--- src/hdl/trps_pkg.sv ---
`timescale 1ns / 1ps
`default_nettype none

package trps_pkg;

   localparam int PATCH_SIZE    = 2;
   localparam int WINDOW_DEPTH  = 4;
   localparam int CHANNEL_COUNT = 96;
   localparam int MAX_PATCHES   = 77;

   localparam int ADC_W        = 12;
   localparam int PATCH_W      = 7;
   localparam int SUM_W        = 14;
   localparam int TIME_W       = 16;
   localparam int CHAN_ADDR_W  = $clog2(CHANNEL_COUNT);
   localparam int PATCH_ADDR_W = $clog2(MAX_PATCHES);
   localparam int FILL_W       = $clog2(WINDOW_DEPTH + 1);
   localparam int SQ_COUNT     = PATCH_SIZE * PATCH_SIZE;
   localparam int SQ_CNT_W     = $clog2(SQ_COUNT + 1);
   localparam int TOTAL_W      = SUM_W + 4;

   localparam int ACTIVE_FULL  = (MAX_PATCHES < 77) ? MAX_PATCHES : 77;
   localparam int ACTIVE_THIRD = (MAX_PATCHES < 69) ? MAX_PATCHES : 69;
   localparam int LAST_CHANNEL = 95;
   localparam int STRIDE_FULL  = 8;
   localparam int STRIDE_THIRD = 24;

   localparam logic [1:0] CMD_LOAD  = 2'd0;
   localparam logic [1:0] CMD_EVAL  = 2'd1;
   localparam logic [1:0] CMD_CLEAR = 2'd2;

   localparam logic REG_SIDE = 1'b0;
   localparam logic REG_SIZE = 1'b1;

   typedef struct packed {
      logic                   wr_en;
      logic [CHAN_ADDR_W-1:0] wr_addr;
      logic [ADC_W-1:0]       wr_data;
      logic                   rd_en;
      logic                   rd_ok;
      logic [CHAN_ADDR_W-1:0] rd_addr;
      logic                   clear;
   } chan_ctrl_type;

   typedef struct packed {
      logic [WINDOW_DEPTH-1:0][SUM_W-1:0] entry;
      logic [FILL_W-1:0]                  fill;
   } win_row_type;

   typedef struct packed {
      logic                    rd_en;
      logic                    wr_en;
      logic [PATCH_ADDR_W-1:0] addr;
      win_row_type             wr_row;
      logic                    clear;
   } win_ctrl_type;

endpackage

`default_nettype wire

--- src/hdl/trps_chan_store.sv ---
`timescale 1ns / 1ps
`default_nettype none

module trps_chan_store
   import trps_pkg::*;
(
   input  wire logic             clock,
   input  wire logic             reset,
   input  wire chan_ctrl_type    ctrl,
   output logic [ADC_W-1:0]      rd_value
);

   logic [ADC_W-1:0]         mem [CHANNEL_COUNT];
   logic [CHANNEL_COUNT-1:0] valid_ff;
   logic [ADC_W-1:0]         q_ff;
   logic                     hit_ff;

   always_ff @(posedge clock) begin
      if (ctrl.wr_en) begin
         mem[ctrl.wr_addr] <= ctrl.wr_data;
      end
      if (ctrl.rd_en && ctrl.rd_ok) begin
         q_ff <= mem[ctrl.rd_addr];
      end
   end

   always_ff @(posedge clock) begin
      if (reset || ctrl.clear) begin
         valid_ff <= '0;
      end else if (ctrl.wr_en) begin
         valid_ff[ctrl.wr_addr] <= 1'b1;
      end
   end

   always_ff @(posedge clock) begin
      if (reset) begin
         hit_ff <= 1'b0;
      end else if (ctrl.rd_en) begin
         hit_ff <= ctrl.rd_ok && valid_ff[ctrl.rd_addr];
      end
   end

   assign rd_value = hit_ff ? q_ff : '0;

endmodule

`default_nettype wire

--- config.mk ---
export PLATFORM = sky130hd
export DESIGN_NAME = trps_chan_store
export DESIGN_NICKNAME = d
export VERILOG_FILES = /design/src/hdl/trps_pkg.sv /design/src/hdl/trps_chan_store.sv
export SDC_FILE = /design/constraint.sdc
export NUM_CORES = 1
export LEC_CHECK = 0
export BUFFER_PORTS_ARGS = -buffer_cell sky130_fd_sc_hd__buf_2
export CAP_MARGIN = 0
export CORE_ASPECT_RATIO = 1.1
export CORE_UTILIZATION = 31
export DETAILED_ROUTE_END_ITERATION = 10
export PLACE_DENSITY = 0.53
export SLEW_MARGIN = 20
export SYNTH_ARGS = -nofsm -noshare
export SYNTH_HDL_FRONTEND = slang
export SYNTH_SLANG_ARGS = --single-unit
--- constraint.sdc ---
create_clock -name clock -period 2.4 [get_ports clock]
set_clock_uncertainty 0.2 [all_clocks]
set_input_delay 0.24 -clock clock [delete_from_list [all_inputs] [get_ports clock]]
set_output_delay 0.24 -clock clock [all_outputs]
set_load 0.05 [all_outputs]
==> qor.txt <==
outcome -> complete, no violations
worst-margin pin slew -> 799 ps
Max Fclk -> 424 MHz
Slew headroom -> 46.8%
drc violations -> 0
Mean Syn Cell Area -> 20.9 µm²
Syn-to-layout area delta -> 21.8%
# rows -> 151
setup_tns -> 0 ps
cts bufs inserted -> 133
Initial DRT Pass Iterations -> 5
most used flip-flop cell after synthesis -> edfxtp_1
asr flop ratio synth -> 0%
type of origin of the critical path -> flop
share of cells above drive strength 1 -> 33.0%
# Max-Cap Violations -> 0
Worst Path Required -> 2680 ps
GRT Max-Usage Layer -> met2
Total Routing Usage GR -> 17.2%
Ports -> 44
Starting DRT DRC Count -> 2,496
critical path type -> reg -> reg
Total Power -> 47.1 mW
Tcrit/Tclk final -> 98.3%
share of the synthesized area in the top cell type -> 72.4%
final cell count without fillers -> 4,927
post-layout min period -> 2360 ps
hpwl dp -> 86,800 µm
family with the most delay on the worst path -> compound AO/OA/AOI/OAI gates
H-tree levels -> 4
Routed WL -> 134,000 µm
wire length of the first global-routing pass -> 192,000 µm
Post-synth top cells -> edfxtp_1, mux4_2, nor2_1
Seq/Total Area, Yosys -> 76.4%
final setup fails -> 0
Int Pwr -> 37.1 mW
Final Net Count -> 2,784
largest stage delay on the critical path -> 490 ps
fin worst setup slack -> 41.9 ps
Sink Count -> 1,261
Hold Crit Class -> in -> reg
GPL Wtd Cong -> 0.844
Synth area leaders -> edfxtp_1, mux4_2, dfxtp_1
leading area contributor after synthesis -> edfxtp_1
CTS tree -> built
met2 GRT Util -> 28.1%
met1 GRT Util -> 23.4%
leakage power figure -> 19.0 nW
Power per Cell Area -> 801 nW/µm²
Die Span Y -> 416 µm
WP data arrival -> 2640 ps
Final Max Slew Viols -> 0
Clock transition at path regs -> 60 ps
Routed WL per cell -> 27.2 µm
Place WS -> -901 ps
Clk Latency, worst-skew pair -> 760 ps
Peak supply drop -> 717 µV
met3 usage in global routing -> 3.23%
DP Cell Count -> 4,660
vias in the first global route -> 25,800
area of the die -> 157,000 µm²
clk buf depth -> 3
Comb power frac -> 5.6%
Clock Power Share -> 43.2%
Net Sw Frac -> 21.3%
die width -> 378 µm
total grt overflow -> 0
Buf/Inv on CP -> 0
vias per cell -> 5.07
crit-path cells -> mux4_2, a22oi_1, nand3_2, a22oi_2, o21ai_1
Mapped Cells -> 2,307
RSZ-0062 raised after global routing -> false
antenna violations before repair -> 6
CP max-delay cell -> mux4_2
post-synthesis register bit count -> 1,261
final hold violations -> 0
Starting Density -> 31.3%
post-route ant nets -> 0
top-count cell post-synth -> edfxtp_1
CP Capture Type -> flop
sequential share of power -> 51.2%
NetSw -> 10.0 mW
Warnings, synthesis -> 0
cell area after synthesis -> 48,300 µm²
IO Port Bufs -> 43
Synth cell types -> 44
Syn Nets -> 2,339
final core occ -> 38.1%
largest net degree at the start of global routing -> 97
Post-synth EDFFs -> 1,164
CORE AREA -> 154,000 µm²
Root Driver -> clkbuf_16
via count -> 25,000
Crit Path Max Fanout -> 1
logic make-up after synthesis:
family	count (synthesis)	share of synthesized area (%)
simple gates	276	2.59
flops	1261	76.4
buf+inv	127	1.40
compound gates	268	3.79
mux	375	15.8
final cells by class:
class / instances / area [µm²]
multi-input cells: 919 / 10800
fillers: 13900 / 95600
repair buffers: 434 / 4220
diodes: 1 / 2.50
clock buffers: 185 / 3710
inverters: 3 / 11.3
flip-flops and latches: 1261 / 36900
clock inverters: 59 / 594
well taps: 2065 / 2580
power by group through the flow:
| stage | Clock (mW) | Sequential, mW | Combinational (mW) |
|---|---|---|---|
| global route | 21.5 | 24.1 | 2.79 |
| floorplan | 0 | 24.6 | 1.16 |
| global placement | 0 | 24.6 | 2.60 |
| finish | 20.3 | 24.1 | 2.65 |
| CTS | 20.7 | 24.1 | 2.68 |
| detailed placement | 0 | 24.6 | 2.63 |
sequential cells by signal, indices dropped and copies added (netlist names):
signal,cells
q_ff,12
mem,1152
hit_ff,1
valid_ff,96
worst paths after layout:
path / cells after the start / endpoint / start / slack, ps
max: 5 / q_ff[5] / mem[51][5] / 40
min: 6 / hit_ff / ctrl[5] / 80
max reg2reg: 5 / q_ff[5] / mem[51][5] / 40
min reg2reg: 1 / valid_ff[16] / valid_ff[16] / 260
layer usage:
metal	vias to the layer above	share of wire, %
li1	10500	-
met1	13500	43
met2	810	49
met3	175	6.1
met4	10	2.0
met5	-	0.040
timing repair:
item	4_1_cts	5_1_grt
endpoints found under the setup margin	15	6
setup buffers	0	0
cloned	0	0
pin swaps	2	0
hold buffers	22	0
gates resized for setup	16	7
hold endpoints to repair	1057	0
cell usage in the layout, fill, tap and decap left out, types with 5 or more instances in the layout:
cell type      instances
buf_2                 26
mux4_2               307
nand2_1               32
a221oi_1              12
o21ai_0               49
buf_12                76
nor2b_1               15
dfxtp_1               96
clkbuf_8               8
mux2_2                16
o221ai_1              10
nand2b_1               6
bufinv_16             10
a211oi_1               5
buf_4                307
a22oi_1               10
nand3_1               28
clkinv_1              20
mux2i_1               48
nor2_1               148
a21oi_1               12
dlygate4sd3_1         22
inv_6                  6
and2_1                13
o22ai_1               42
nand3b_1               7
edfxtp_1            1164
clkbuf_16            138
clkinv_2              18
o21ai_1               10
nor3_1                10
o21a_1                96
clkbuf_1              39
through the flow:
stage	area (µm²)	hold slack (ps)
after floorplan	48300	139
final	58800	83.0
after global routing	58800	71.6
after detailed placement	54200	249
after global placement	54200	241
after CTS	58800	16.4
worst reg2reg max path, stage by stage, from the launching register on:
cell,delay [ps]
edfxtp_1,370
mux4_2,490
a22oi_1,300
nand3_2,210
a22oi_2,400
o21ai_1,120
Note: power is estimated with default switching activity, not from simulation.
